<file path="src/hw/rtl/four_level_page_walk_assert.svh">
// ----------------------------------------------------------------------------
// four_level_page_walk assertion macros
// shared concurrent assertion forms for the page walker
// ----------------------------------------------------------------------------
`ifndef FOUR_LEVEL_PAGE_WALK_ASSERT_SVH
`define FOUR_LEVEL_PAGE_WALK_ASSERT_SVH

// same-cycle implication
`define FLPW_ASSERT_IMPLY(lbl, clk, rst_n, ante, cons) \
    lbl: assert property (@(posedge clk) disable iff (!rst_n) (ante) |-> (cons)) \
        else $error("flpw assertion failed");

// next-cycle implication
`define FLPW_ASSERT_NEXT(lbl, clk, rst_n, ante, cons) \
    lbl: assert property (@(posedge clk) disable iff (!rst_n) (ante) |=> (cons)) \
        else $error("flpw assertion failed");

`endif

</file>
<file path="src/hw/rtl/flpw_pkg.sv">
// ----------------------------------------------------------------------------
// flpw_pkg
// types, constants and helpers shared by the page walker modules
// ----------------------------------------------------------------------------
package flpw_pkg;

    localparam int FRAME_COUNT     = 16;
    localparam int INDEX_BITS      = 9;
    localparam int WORDS_PER_FRAME = 1 << INDEX_BITS;
    localparam int MEM_WORDS       = FRAME_COUNT * WORDS_PER_FRAME;
    localparam int FRAME_W         = $clog2(FRAME_COUNT);
    localparam int MEM_ADDR_W      = FRAME_W + INDEX_BITS;
    localparam int ENTRY_W         = 64;
    localparam int VA_W            = 48;
    localparam int WIDX_W          = 13;
    localparam int ROOT_W          = 4;
    localparam int NEXT_FRAME_W    = 40;
    localparam int LEVEL_W         = 2;
    localparam int APB_ADDR_W      = 3;
    localparam int APB_DATA_W      = 32;

    localparam logic [LEVEL_W-1:0] LAST_LEVEL = LEVEL_W'(3);

    // register word index on the apb port
    localparam logic [0:0] REG_ROOT_FRAME = 1'b0;

    typedef enum logic {
        ACT_WRITE     = 1'b0,
        ACT_TRANSLATE = 1'b1
    } t_action;

    typedef enum logic {
        ST_IDLE = 1'b0,
        ST_WALK = 1'b1
    } t_walk_state;

    typedef struct packed {
        logic                  action;
        logic [WIDX_W-1:0]     word_index;
        logic [ENTRY_W-1:0]    word_data;
        logic [VA_W-1:0]       virtual_address;
    } t_cmd;

    typedef struct packed {
        logic [ENTRY_W-1:0]    leaf_entry;
        logic                  mapped;
    } t_result;

    typedef struct packed {
        logic                  we;
        logic [MEM_ADDR_W-1:0] waddr;
        logic [ENTRY_W-1:0]    wdata;
        logic [MEM_ADDR_W-1:0] raddr;
    } t_mem_req;

    // table index for one walk level
    function automatic logic [INDEX_BITS-1:0] va_index(
        input logic [VA_W-1:0]    va,
        input logic [LEVEL_W-1:0] lvl
    );
        logic [INDEX_BITS-1:0] idx;
        case (lvl)
            2'd0:    idx = va[47:39];
            2'd1:    idx = va[38:30];
            2'd2:    idx = va[29:21];
            default: idx = va[20:12];
        endcase
        return idx;
    endfunction

endpackage

</file>
<file path="src/hw/rtl/flpw_walker.sv">
// ----------------------------------------------------------------------------
// flpw_walker
// command decode and four-level walk sequencer over the table memory
// ----------------------------------------------------------------------------
`include "four_level_page_walk_assert.svh"

module flpw_walker
    import flpw_pkg::*;
(
    input  logic               i_clk,
    input  logic               i_rst_n,
    input  logic               i_start,
    input  t_cmd               i_cmd,
    input  logic [ROOT_W-1:0]  i_root_frame,
    input  logic [ENTRY_W-1:0] i_rd_data,
    output logic               o_busy,
    output logic               o_done,
    output t_result            o_result,
    output t_mem_req           o_mem_req
);

    t_walk_state              r_state,  n_state;
    logic [LEVEL_W-1:0]       r_level,  n_level;
    logic [FRAME_W-1:0]       r_frame,  n_frame;
    logic [VA_W-1:0]          r_va,     n_va;
    logic                     r_done,   n_done;
    t_result                  r_result, n_result;

    logic                     accept;
    logic                     root_ok;
    logic                     next_ok;
    logic [NEXT_FRAME_W-1:0]  next_frame;

    assign accept     = i_start && (r_state == ST_IDLE);
    assign root_ok    = NEXT_FRAME_W'(i_root_frame) < NEXT_FRAME_W'(FRAME_COUNT);
    assign next_frame = i_rd_data[51:12];
    assign next_ok    = next_frame < NEXT_FRAME_W'(FRAME_COUNT);

    always_ff @(posedge i_clk) begin
        if (!i_rst_n) begin
            r_state <= ST_IDLE;
            r_level <= '0;
            r_frame <= '0;
            r_done  <= 1'b0;
        end else begin
            r_state <= n_state;
            r_level <= n_level;
            r_frame <= n_frame;
            r_done  <= n_done;
        end
    end

    always_ff @(posedge i_clk) begin
        r_va     <= n_va;
        r_result <= n_result;
    end

    always_comb begin
        n_state         = r_state;
        n_level         = r_level;
        n_frame         = r_frame;
        n_va            = r_va;
        n_done          = 1'b0;
        n_result        = r_result;
        o_mem_req.we    = 1'b0;
        o_mem_req.waddr = MEM_ADDR_W'(i_cmd.word_index);
        o_mem_req.wdata = i_cmd.word_data;
        o_mem_req.raddr = {r_frame, va_index(r_va, r_level)};

        unique case (r_state)
            ST_IDLE: begin
                if (accept) begin
                    if (i_cmd.action == ACT_WRITE) begin
                        o_mem_req.we = 32'(i_cmd.word_index) < 32'(MEM_WORDS);
                    end else begin
                        n_va    = i_cmd.virtual_address;
                        n_level = '0;
                        if (root_ok) begin
                            n_frame         = FRAME_W'(i_root_frame);
                            n_state         = ST_WALK;
                            o_mem_req.raddr = {FRAME_W'(i_root_frame),
                                               va_index(i_cmd.virtual_address, '0)};
                        end else begin
                            n_done   = 1'b1;
                            n_result = '0;
                        end
                    end
                end
            end
            ST_WALK: begin
                if (!i_rd_data[0]) begin
                    n_done   = 1'b1;
                    n_result = '0;
                    n_state  = ST_IDLE;
                end else if (r_level == LAST_LEVEL) begin
                    n_done              = 1'b1;
                    n_result.leaf_entry = i_rd_data;
                    n_result.mapped     = 1'b1;
                    n_state             = ST_IDLE;
                end else if (!next_ok) begin
                    n_done   = 1'b1;
                    n_result = '0;
                    n_state  = ST_IDLE;
                end else begin
                    n_level         = r_level + LEVEL_W'(1);
                    n_frame         = FRAME_W'(next_frame);
                    o_mem_req.raddr = {FRAME_W'(next_frame),
                                       va_index(r_va, r_level + LEVEL_W'(1))};
                end
            end
            default: begin
                n_state = ST_IDLE;
            end
        endcase
    end

    assign o_busy   = (r_state != ST_IDLE);
    assign o_done   = r_done;
    assign o_result = r_result;

    `FLPW_ASSERT_NEXT(a_walk_starts, i_clk, i_rst_n,
        accept && i_cmd.action == ACT_TRANSLATE && root_ok, o_busy)
    `FLPW_ASSERT_NEXT(a_write_silent, i_clk, i_rst_n, accept && i_cmd.action == ACT_WRITE, !r_done)
    `FLPW_ASSERT_IMPLY(a_done_idle, i_clk, i_rst_n, r_done, r_state == ST_IDLE)
    `FLPW_ASSERT_IMPLY(a_unmapped_zero, i_clk, i_rst_n,
        r_done && !r_result.mapped, r_result.leaf_entry == '0)

endmodule

</file>
<file path="config.mk">
export PLATFORM = sky130hd
export DESIGN_NAME = flpw_walker
export DESIGN_NICKNAME = d
export VERILOG_FILES = /design/src/hw/rtl/flpw_pkg.sv /design/src/hw/rtl/flpw_walker.sv
export VERILOG_INCLUDE_DIRS = /design/src /design/src/hw/rtl
export SDC_FILE = /design/constraint.sdc
export NUM_CORES = 1
export LEC_CHECK = 0
export ABC_CLOCK_PERIOD_IN_PS = 3100
export BUFFER_PORTS_ARGS = -buffer_cell sky130_fd_sc_hd__buf_2
export CAP_MARGIN = 20
export CELL_PAD_IN_SITES_DETAIL_PLACEMENT = 0
export CELL_PAD_IN_SITES_GLOBAL_PLACEMENT = 1
export CORE_MARGIN = 3
export CORE_UTILIZATION = 29
export CTS_BUF_LIST = sky130_fd_sc_hd__clkbuf_2 sky130_fd_sc_hd__clkbuf_4 sky130_fd_sc_hd__clkbuf_8
export DETAILED_ROUTE_END_ITERATION = 6
export GPL_TIMING_DRIVEN = 0
export MAX_ROUTING_LAYER = met4
export PLACE_DENSITY_LB_ADDON = 0.1
export SLEW_MARGIN = 10
export SYNTH_ARGS = -nofsm -noshare
export SYNTH_HDL_FRONTEND = slang
export SYNTH_SLANG_ARGS = --single-unit
</file>
<file path="constraint.sdc">
create_clock -name i_clk -period 3.1 [get_ports i_clk]
set_input_delay 0.62 -clock i_clk [delete_from_list [all_inputs] [get_ports i_clk]]
set_output_delay 0.62 -clock i_clk [all_outputs]
set_load 0.03 [all_outputs]
</file>
==> summary.json, run 1 <==
{
  "worst_hold_path_type": {"value": "in -> reg"},
  "cp.required": {"value": 2480, "unit": "ps"},
  "switchingPower": {"value": 0.848, "unit": "mW"},
  "grt_busiest_layer": {"value": "met2"},
  "max_slew_margin": {"value": 0.454},
  "number_of_synthesis_warnings": {"value": 0},
  "synth.area.top_cells": {"value": "sky130_fd_sc_hd__edfxtp_1 56%, sky130_fd_sc_hd__buf_4 11%, sky130_fd_sc_hd__and3_1 7.2%"},
  "asyncSetResetFlopFracSynth": {"value": 0},
  "rsz0062_at_grt": {"value": "true"},
  "viasPerCell": {"value": 4.70},
  "ys_types": {"value": 36},
  "dpl_cell_area": {"value": 6990, "unit": "µm²"},
  "drt_drc_violations_left": {"value": 4},
  "routed_wirelength": {"value": 16.9, "unit": "mm"},
  "clk_pin_slew": {"value": 100, "unit": "ps"},
  "cellPowerDensity": {"value": 409, "unit": "nW/µm²"},
  "finalMaxSlewViolations": {"value": 0},
  "antenna_nets_post_route": {"value": 0},
  "synth_sequential_area_ratio": {"value": 0.589},
  "number_of_instances_in_the_synthesized_netlist": {"value": 435},
  "die_w": {"value": 142, "unit": "µm"},
  "grt_remaining_overflow": {"value": 0},
  "arrival": {"value": 2390, "unit": "ps"},
  "synth_area_leader_cell": {"value": "sky130_fd_sc_hd__edfxtp_1"},
  "route.detailed.wl_per_inst": {"value": 17.7, "unit": "µm"},
  "core_region_area": {"value": 18100, "unit": "µm²"},
  "report.final.hold_viol_count": {"value": 0},
  "floorplan.io_pins": {"value": 355},
  "mappedNetlistNets": {"value": 638},
  "met1_track_demand_over_resource": {"value": 0.185},
  "drt_iter0_markers": {"value": 323},
  "globalRouteTotalUtil": {"value": 0.160},
  "fin_worst_skew": {"value": 7.94, "unit": "ps"},
  "vias_in_the_first_global_route": {"value": 4486},
  "cp_cell_sequence": {"value": "buf_2, nor4_2, nand4_2, nor4_4, buf_4, buf_6, a2bb2oi_1, o21ai_0, buf_2"},
  "synth_enable_flop_cells": {"value": 100},
  "final_nets": {"value": 920},
  "outcome": {"value": "finished with violations"},
  "dp_hpwl": {"value": 12.9, "unit": "mm"},
  "proportion_of_power_drawn_by_flip_flops_and_latches": {"value": 0.552},
  "path_common_cell": {"value": "sky130_fd_sc_hd__buf_2"},
  "cts.sinks": {"value": 108},
  "cts-root-buf": {"value": "sky130_fd_sc_hd__clkbuf_8"},
  "synth_top_cells_by_count": {"value": "100 x sky130_fd_sc_hd__edfxtp_1, 78 x sky130_fd_sc_hd__buf_4, 62 x sky130_fd_sc_hd__and3_1"},
  "setup_viol_count_final": {"value": 0},
  "clk-insertion-delay-late": {"value": 380, "unit": "ps"},
  "die_y": {"value": 142, "unit": "µm"},
  "synthFlopType": {"value": "sky130_fd_sc_hd__edfxtp_1"},
  "die_area": {"value": 20200, "unit": "µm²"},
  "vdd_ir_drop_max": {"value": 0.000164, "unit": "V"},
  "timing.setup.critical_path_class": {"value": "in -> out"},
  "grt_pass1_wl": {"value": 24.4, "unit": "mm"},
  "cp_max_fo": {"value": 10},
  "endpoint_kind": {"value": "primary output"},
  "leakage_power_total": {"value": 3.53, "unit": "nW"},
  "totalNegativeSetupSlack": {"value": 0, "unit": "ps"},
  "place_congestion": {"value": 0.832},
  "power_switching_share": {"value": 0.284},
  "io_buffers": {"value": 265},
  "drive_gt1_frac": {"value": 0.548},
  "post-route-cell-area": {"value": 7300, "unit": "µm²"},
  "fmax": {"value": 0.332, "unit": "GHz"},
  "dr.pass1.iters": {"value": 7},
  "critical_path.startpoint_type": {"value": "primary input"},
  "min_period_over_period": {"value": 0.970},
  "finalCriticalPeriod": {"value": 3010, "unit": "ps"},
  "number_of_flip_flops_and_latches_in_the_synthesized_netlist": {"value": 108},
  "clock_network_fraction_of_total_power": {"value": 0.264},
  "cts.htree.levels": {"value": 3},
  "clock_path_buffers": {"value": 2},
  "max_cap_violations": {"value": 0},
  "most_frequently_used_cell_type_in_the_post_synthesis_netlist": {"value": "sky130_fd_sc_hd__edfxtp_1"},
  "cts_tree": {"value": "built"},
  "violations": {"value": "DRC"},
  "slowest_delay": {"value": 340, "unit": "ps"},
  "comb_power_share": {"value": 0.184},
  "std_cell_rows": {"value": 49},
  "cpMaxStageDelayCell": {"value": "sky130_fd_sc_hd__nor4_2"},
  "initial_utilization": {"value": 0.297},
  "avg_cell_area_syn": {"value": 12.3, "unit": "µm²"},
  "cts-buffers-inserted": {"value": 9},
  "met2_capacity_usage_during_global_routing": {"value": 0.278},
  "ctsHoldBuffers": {"value": 0},
  "design_power_total": {"value": 2.98, "unit": "mW"},
  "worst-slew-pin-transition": {"value": 819, "unit": "ps"},
  "vias": {"value": 4473},
  "globalRouteMet3Util": {"value": 0.0444},
  "grt_start_max_net_pins": {"value": 66},
  "antenna_found_initial": {"value": 1},
  "syn-cell-area": {"value": 5370, "unit": "µm²"},
  "layout-area-overhead-vs-synth": {"value": 35.8, "unit": "%"},
  "synth_top_area_share": {"value": 0.559},
  "final_core_utilization": {"value": 0.403},
  "p_int": {"value": 2.13, "unit": "mW"}
}
-- stage by stage --
stage          worst slack, ps  hold slack, ps  cells
2_1_floorplan             80.3             472    435
3_3_place_gp             -1120             481    929
3_5_place_dp              -411             490    929
4_1_cts                   9.20             383    945
5_1_grt                  -4.02             383    951
6_report                  92.2             407    952
-- sequential cells by signal (all words and copies together), names as in the netlist --
signal,flops
o_result,64
r_va,36
r_frame,4
r_level,2
o_busy,1
o_done,1
-- power by group through the flow --
stage                     Sequential (mW)  Combinational [mW]  Clock [mW]
final                                1.65               0.548       0.788
after detailed placement             1.68               0.547           0
after floorplan                      1.71               0.318           0
after global routing                 1.65               0.585       0.860
after CTS                            1.65               0.551       0.821
after global placement               1.68               0.543           0
-- what timing repair did --
action / 4_1_cts / 5_1_grt
setup buffers: 4 / 6
endpoints found under the setup margin: 13 / 13
gates resized for setup: 10 / 18
pin swaps: 4 / 5
-- metal layers --
metal,up-vias,part of all wire
met4,0,0.0079
met3,12,0.092
met5,-,0
met1,2092,0.39
met2,252,0.51
li1,2117,-
-- cells by family (layout without fill, tap and decap cells) --
kind of cell	after synthesis	in the layout	synth area share
adder cells (fa/ha/maj)	6	6	0.0140
flip-flops	108	108	0.589
AND/OR/NAND/NOR	108	108	0.123
other	0	2	0
AO/OA/AOI/OAI	85	85	0.116
buffers and inverters	122	408	0.147
multiplexers	6	6	0.0112
-- final timing paths --
check	startpoint	endpoint	slack [ps]	depth (start not counted)
max	i_rd_data[46]	o_mem_req[4]	90	9
min	i_cmd[26]	r_va[26]	410	1
max reg2reg	r_level[0]	o_result[5]	820	7
min reg2reg	r_frame[2]	r_frame[2]	510	1
-- final cells by class --
cell class | instances | area (µm²)
fillers | 1795 | 10800
flip-flops and latches | 108 | 3170
multi-input cells | 205 | 1460
repair buffers | 275 | 1420
plain buffers | 105 | 737
well taps | 229 | 287
clock buffers | 9 | 124
inverters | 13 | 55.1
clock inverters | 6 | 40.0
diodes | 2 | 5.00
-- worst max-delay path: cells and delay by family --
family          cells  cell delay [ps]
compound gates      2              190
buf+inv             4              720
simple gates        3              850
-- cells in the final DEF, fill, tap and decap left out, drive strengths merged --
master | Yosys | layout
a21oi | 9 | 9
a222oi | 18 | 18
a22oi | 9 | 9
a2bb2oi | 9 | 9
and2 | 3 | 3
and3 | 63 | 63
and3b | 1 | 1
buf | 83 | 360
clkbuf | 26 | 29
clkinv | 1 | 4
clkinvlp | 0 | 1
dfxtp | 8 | 8
diode | 0 | 2
edfxtp | 100 | 100
ha | 6 | 6
inv | 12 | 14
mux2i | 6 | 6
nand2 | 18 | 18
nand2b | 1 | 1
nand3 | 1 | 1
nand3b | 1 | 1
nand4 | 2 | 2
nor2 | 5 | 5
nor2b | 2 | 2
nor3 | 2 | 2
nor3b | 1 | 1
nor4 | 7 | 7
o211a | 4 | 4
o21a | 4 | 4
o21ai | 31 | 31
o41ai | 1 | 1
or2 | 1 | 1
(Power assumes the default switching activity.)
==> run 2: changes to the inputs <==
--- a/config.mk
+++ b/config.mk
@@ -12,8 +12,7 @@
 export CELL_PAD_IN_SITES_DETAIL_PLACEMENT = 0
 export CELL_PAD_IN_SITES_GLOBAL_PLACEMENT = 1
 export CORE_MARGIN = 3
-export CORE_UTILIZATION = 29
-export CTS_BUF_LIST = sky130_fd_sc_hd__clkbuf_2 sky130_fd_sc_hd__clkbuf_4 sky130_fd_sc_hd__clkbuf_8
+export CORE_UTILIZATION = 28
 export DETAILED_ROUTE_END_ITERATION = 6
 export GPL_TIMING_DRIVEN = 0
 export MAX_ROUTING_LAYER = met4
==> run 2 against run 1 <==
The flow now finishes without violations. Fmax increased by 0.65%. Power increased by 15%. Flip-flop and latch count unchanged. Sequential power about the same. Worst hold slack improved by 22 ps. Die area increased by 3.4%. Via count increased by 2.5%. Critical path type unchanged. Sequential share of layout area decreased by 0.97 points.
==> summary.json, run 2 (synthesis gave the netlist of run 1 again) <==
{
  "outcome": {"value": "finished, final reports clean"},
  "cp_cell_sequence": {"value": "buf_2, nor4_1, nand4_1, buf_4, buf_4, o41ai_4, buf_12, o21ai_0, buf_4"},
  "die_y": {"value": 145, "unit": "µm"},
  "layout-area-overhead-vs-synth": {"value": 38.9, "unit": "%"},
  "path_common_cell": {"value": "sky130_fd_sc_hd__buf_4"},
  "worst-slew-pin-transition": {"value": 820, "unit": "ps"},
  "cp.buffers_inverters": {"value": 5},
  "vias_in_the_first_global_route": {"value": 4617},
  "dr.pass1.iters": {"value": 6},
  "min_period_over_period": {"value": 0.964},
  "std_cell_rows": {"value": 50},
  "finalMaxSlewViolations": {"value": 0},
  "finalCriticalPeriod": {"value": 2990, "unit": "ps"},
  "initial_utilization": {"value": 0.286},
  "route.detailed.wl_per_inst": {"value": 18.0, "unit": "µm"},
  "stdcell_count": {"value": 954},
  "timing.setup.critical_path_class": {"value": "in -> out"},
  "inst_count_dp": {"value": 934},
  "viasPerCell": {"value": 4.81},
  "clk-insertion-delay-late": {"value": 360, "unit": "ps"},
  "drive_gt1_frac": {"value": 0.552},
  "globalRouteTotalUtil": {"value": 0.160},
  "clk_pin_slew": {"value": 80, "unit": "ps"},
  "endpoint_kind": {"value": "primary output"},
  "fin_worst_skew": {"value": 11.9, "unit": "ps"},
  "final_nets": {"value": 917},
  "cp_max_fo": {"value": 10},
  "antenna_nets_post_route": {"value": 0},
  "slowest_delay": {"value": 400, "unit": "ps"},
  "design_power_total": {"value": 3.44, "unit": "mW"},
  "fmax": {"value": 0.335, "unit": "GHz"},
  "cts_tree": {"value": "built"},
  "totalNegativeSetupSlack": {"value": 0, "unit": "ps"},
  "floorplan.io_pins": {"value": 355},
  "setup_viol_count_final": {"value": 0},
  "largest_register_ff_count": {"value": 64},
  "max_slew_margin": {"value": 0.453},
  "grt_pass1_wl": {"value": 24.8, "unit": "mm"},
  "critical-path-top-delay-family": {"value": "buffers and inverters"},
  "clock_path_buffers": {"value": 2},
  "cts-buffers-inserted": {"value": 9},
  "fillerInstances": {"value": 1865},
  "die_area": {"value": 20900, "unit": "µm²"},
  "routed_wirelength": {"value": 17.2, "unit": "mm"},
  "worst_hold_path_type": {"value": "in -> reg"},
  "antenna_found_initial": {"value": 0},
  "cp.required": {"value": 2480, "unit": "ps"},
  "max_cap_violations": {"value": 0},
  "mostFrequentLayoutCells": {"value": "261 x sky130_fd_sc_hd__buf_2, 100 x sky130_fd_sc_hd__edfxtp_1, 89 x sky130_fd_sc_hd__buf_4, 62 x sky130_fd_sc_hd__and3_1, 30 x sky130_fd_sc_hd__o21ai_0"},
  "grt_start_max_net_pins": {"value": 66},
  "drt_iter0_markers": {"value": 322},
  "critical_path.startpoint_type": {"value": "primary input"},
  "cts.sinks": {"value": 108},
  "report.final.hold_viol_count": {"value": 0},
  "most_common_cell_after_layout_fill_and_taps_aside": {"value": "sky130_fd_sc_hd__buf_2"},
  "cellPowerDensity": {"value": 461, "unit": "nW/µm²"},
  "arrival": {"value": 2370, "unit": "ps"},
  "io_buffers": {"value": 265},
  "vias": {"value": 4584},
  "dp_hpwl": {"value": 13.1, "unit": "mm"},
  "drt_drc_violations_left": {"value": 0},
  "cts-root-buf": {"value": "sky130_fd_sc_hd__clkbuf_16"},
  "cts.htree.levels": {"value": 3},
  "cpMaxStageDelayCell": {"value": "sky130_fd_sc_hd__nor4_1"},
  "grt_remaining_overflow": {"value": 0},
  "vdd_ir_drop_max": {"value": 0.000251, "unit": "V"},
  "die_w": {"value": 145, "unit": "µm"},
  "core_region_area": {"value": 18800, "unit": "µm²"},
  "leakage_power_total": {"value": 3.58, "unit": "nW"},
  "place_congestion": {"value": 0.837}
}
==> run 2: changes by cell type in the layout (fill, tap and decap cells not counted), sizes merged <==
cell,delta
buf,-4
bufinv,+1
clkbuf,+1
clkinv,-2
clkinvlp,+1
diode,-1
inv,+1
==> run 2: worst paths after layout <==
path | startpoint | end | slack [ps] | cells after the start
worst max-delay path | i_rd_data[36] | o_mem_req[2] | 110 | 9
worst min-delay path | i_cmd[37] | r_va[37] | 430 | 1
worst max register to register | r_level[0] | o_result[9] | 820 | 8
worst min register to register | r_frame[2] | r_frame[2] | 500 | 1
==> run 2: final cells by class <==
type                            instances  area [µm²]  share of cell area
Antenna cell                            1        2.50            0.000335
Tap cell                              234         293              0.0392
Buffer                                105         737              0.0987
Sequential cell                       108        3170               0.424
Timing Repair Buffer                  272        1400               0.188
Multi-Input combinational cell        205        1490               0.199
Clock inverter                          7        92.6              0.0124
Clock buffer                            9         225              0.0302
Inverter                               13        55.1             0.00738
==> run 2: metal layers <==
| layer | up-vias | track usage | part of all wire |
|---|---|---|---|
| met5 | - | - | 0 |
| met3 | 25 | 0.0407 | 0.090 |
| li1 | 2116 | - | - |
| met4 | 0 | 0.0574 | 0.018 |
| met1 | 2196 | 0.187 | 0.38 |
| met2 | 247 | 0.267 | 0.51 |
==> run 2: timing repair <==
item                       4_1_cts  5_1_grt
setup endpoints to repair       13       13
gates resized for setup          9       24
pin swaps                        3        4
setup buffers                    5        2
hold buffers                     0        0
==> run 2: power by group <==
part / internal, mW / leakage, nW / switching [mW]
logic: 0.218 / 2.41 / 0.337
clock network: 0.650 / 0.154 / 0.589
registers: 1.63 / 1.02 / 0.0183
==> run 2: worst register-to-register path: stages (launching register included) <==
cell,delay (ps)
sky130_fd_sc_hd__dfxtp_2,410
sky130_fd_sc_hd__ha_2,270
sky130_fd_sc_hd__nor2_2,60
sky130_fd_sc_hd__nand4_1,80
sky130_fd_sc_hd__buf_4,130
sky130_fd_sc_hd__buf_4,120
sky130_fd_sc_hd__o41ai_4,60
sky130_fd_sc_hd__buf_12,160
sky130_fd_sc_hd__inv_4,580
==> run 2: per-stage QoR <==
step           hold slack, ps  area, µm²   util  setup slack, ps
2_1_floorplan             472       5370      -             80.3
3_3_place_gp              480       6990  0.372            -1050
3_5_place_dp              489       6990  0.373             -342
4_1_cts                   413       7370  0.393             19.8
5_1_grt                   404       7460  0.398            -10.7
6_report                  429       7460  0.398              112
==> run 3: changes to the inputs <==
--- a/config.mk
+++ b/config.mk
@@ -13,6 +13,7 @@
 export CELL_PAD_IN_SITES_GLOBAL_PLACEMENT = 1
 export CORE_MARGIN = 3
 export CORE_UTILIZATION = 28
+export CTS_CLUSTER_SIZE = 40
 export DETAILED_ROUTE_END_ITERATION = 6
 export GPL_TIMING_DRIVEN = 0
 export MAX_ROUTING_LAYER = met4
==> constraint.sdc (replaced) <==
create_clock -name i_clk -period 3.1 [get_ports i_clk]
set_input_delay 0.62 -clock i_clk [delete_from_list [all_inputs] [get_ports i_clk]]
set_output_delay 0.62 -clock i_clk [all_outputs]
set_load 0.05 [all_outputs]
==> run 3 against run 2 <==
Clock power is essentially flat. Sequential power about the same. First-iteration DRC count rose by 13%. Clock skew hardly changed. Fmax down 0.81%. Wire length increased by 0.33%. Via count grew 0.15%. Sequential share of layout area shrank 0.18 points. Non-clock buffer count is the same. Critical path depth unchanged. Critical endpoint is now o_mem_req[7]. Largest cell class unchanged.
==> summary.json, run 3 (synthesis gave the netlist of run 1 again) <==
{
  "path_common_cell": {"value": "sky130_fd_sc_hd__buf_4"},
  "finalCriticalPeriod": {"value": 3010, "unit": "ps"},
  "max_slew_margin": {"value": 0.452},
  "vdd_ir_drop_max": {"value": 0.000252, "unit": "V"},
  "place_congestion": {"value": 0.837},
  "globalRouteTotalUtil": {"value": 0.160},
  "antenna_nets_post_route": {"value": 0},
  "ctsHoldBuffers": {"value": 0},
  "cts-root-buf": {"value": "sky130_fd_sc_hd__clkbuf_16"},
  "grt_remaining_overflow": {"value": 0},
  "drt_iter0_markers": {"value": 363},
  "leakage_power_total": {"value": 3.59, "unit": "nW"},
  "critical_path.startpoint_type": {"value": "flop"},
  "endpoint_kind": {"value": "primary output"},
  "clk_pin_slew": {"value": 80, "unit": "ps"},
  "routed_wirelength": {"value": 17.2, "unit": "mm"},
  "cp.required": {"value": 2480, "unit": "ps"},
  "fmax": {"value": 0.332, "unit": "GHz"},
  "slowest_delay": {"value": 380, "unit": "ps"},
  "max_cap_violations": {"value": 0},
  "drive_gt1_frac": {"value": 0.554},
  "most_common_cell_after_layout_fill_and_taps_aside": {"value": "sky130_fd_sc_hd__buf_2"},
  "worstHoldPathCells": {"value": 1},
  "route.detailed.wl_per_inst": {"value": 18.1, "unit": "µm"},
  "worst_hold_startpoint": {"value": "i_cmd[37]"},
  "cp_max_fo": {"value": 10},
  "drt_drc_violations_left": {"value": 0},
  "die_w": {"value": 145, "unit": "µm"},
  "post-route-cell-area": {"value": 7490, "unit": "µm²"},
  "die_y": {"value": 145, "unit": "µm"},
  "cts_tree": {"value": "built"},
  "worst-slew-pin-transition": {"value": 822, "unit": "ps"},
  "cts.sinks": {"value": 108},
  "vias": {"value": 4591},
  "mostFrequentLayoutCells": {"value": "256 x sky130_fd_sc_hd__buf_2, 100 x sky130_fd_sc_hd__edfxtp_1, 90 x sky130_fd_sc_hd__buf_4, 62 x sky130_fd_sc_hd__and3_1, 27 x sky130_fd_sc_hd__o21ai_0"},
  "clock_path_buffers": {"value": 2},
  "cts-buffers-inserted": {"value": 9},
  "dr.pass1.iters": {"value": 6},
  "rrSetupSlack": {"value": 830, "unit": "ps"},
  "final_core_utilization": {"value": 0.399},
  "worst_hold_path_type": {"value": "in -> reg"},
  "outcome": {"value": "finished, final reports clean"},
  "core_region_area": {"value": 18800, "unit": "µm²"},
  "clk-insertion-delay-late": {"value": 360, "unit": "ps"},
  "initial_utilization": {"value": 0.286},
  "layout-area-overhead-vs-synth": {"value": 39.5, "unit": "%"},
  "reg2regPathDepth": {"value": 8},
  "holdPathEnd": {"value": "r_va[37]"},
  "timing.setup.critical_path_class": {"value": "reg -> out"},
  "stdcell_count": {"value": 954},
  "cts.htree.levels": {"value": 3},
  "largest_register_ff_count": {"value": 64},
  "io_buffers": {"value": 265},
  "grt_pass1_wl": {"value": 24.8, "unit": "mm"},
  "vias_in_the_first_global_route": {"value": 4607},
  "design_power_total": {"value": 3.58, "unit": "mW"},
  "arrival": {"value": 2390, "unit": "ps"},
  "cp_cell_sequence": {"value": "inv_1, ha_4, buf_4, a222oi_1, nand2_1, a22oi_1, a2bb2oi_1, o21ai_0, buf_4"},
  "die_area": {"value": 20900, "unit": "µm²"},
  "viasPerCell": {"value": 4.81},
  "reg2reg_from": {"value": "r_level[0]"},
  "grt_start_max_net_pins": {"value": 66},
  "setup_viol_count_final": {"value": 0},
  "setup_ws": {"value": 87.2, "unit": "ps"},
  "r2r_end": {"value": "o_result[9]"},
  "dpl_cell_area": {"value": 6990, "unit": "µm²"},
  "antenna_found_initial": {"value": 0},
  "fin_worst_skew": {"value": 12.1, "unit": "ps"},
  "std_cell_rows": {"value": 50},
  "report.final.hold_viol_count": {"value": 0},
  "dp_hpwl": {"value": 13.1, "unit": "mm"},
  "cpMaxStageDelayCell": {"value": "sky130_fd_sc_hd__dfxtp_4"},
  "min_period_over_period": {"value": 0.972},
  "cellPowerDensity": {"value": 478, "unit": "nW/µm²"},
  "finalMaxSlewViolations": {"value": 0},
  "rsz0062_at_grt": {"value": "true"},
  "final_nets": {"value": 917},
  "inst_count_dp": {"value": 934},
  "floorplan.io_pins": {"value": 355},
  "pre_cts_slack": {"value": -376, "unit": "ps"}
}
==> run 3: cell count changes in the layout (fill, tap and decap cells not counted), moves of 3 or more <==
cell,change
sky130_fd_sc_hd__o21ai_0,-3
sky130_fd_sc_hd__clkbuf_4,+3
sky130_fd_sc_hd__buf_2,-5
sky130_fd_sc_hd__o21ai_1,+3
==> run 3: repair_timing <==
action	CTS	global route
endpoints found under the setup margin	13	13
gates resized for setup	11	36
pin swaps	3	5
endpoints found under the hold margin	0	0
buffers inserted	5	2
==> run 3: metrics by stage <==
stage / hold slack, ps / TNS, ps
finish: 428 / 0
global route: 404 / -33.4
CTS: 413 / 0
detailed placement: 489 / -12090
global placement: 480 / -69700
floorplan: 472 / 0
==> run 3: area by class of cell <==
cell class              count  area, µm²
diodes                      1       2.50
clock buffers               9        225
plain buffers             105        737
fillers                  1866      11300
multi-input cells         205       1500
repair buffers            272       1420
well taps                 234        293
flip-flops and latches    108       3170
clock inverters             7       92.6
inverters                  13       55.1
==> run 3: worst max path at each step <==
stage | start | to | cells after the start
detailed placement | i_rd_data[36] | o_mem_req[2] | 6
global placement | i_rd_data[36] | o_done | 6
global route | r_level[1] | o_mem_req[7] | 9
floorplan | r_level[1] | o_mem_req[7] | 8
CTS | r_level[1] | o_mem_req[7] | 9
finish | r_level[1] | o_mem_req[7] | 9
==> run 3: worst max-delay path: cells and delay by family (launching register included) <==
kind	cells	cell delay (ps)
compound gates	4	780
buf+inv	3	530
flops	1	380
fa+ha+maj	1	240
simple gates	1	110
==> run 3: where the power goes <==
group          switching [mW]  leakage (nW)  internal, mW
Clock                   0.587         0.154         0.650
Combinational           0.473          2.41         0.223
Sequential             0.0185          1.02          1.63
==> run 3: routing by layer <==
layer  up-vias  share of wire  global-route usage
met1      2189           0.38               0.188
met4         0          0.021              0.0574
met3        29          0.093              0.0407
met2       256           0.51               0.267
met5         -              0                   -
li1       2117              -                   -
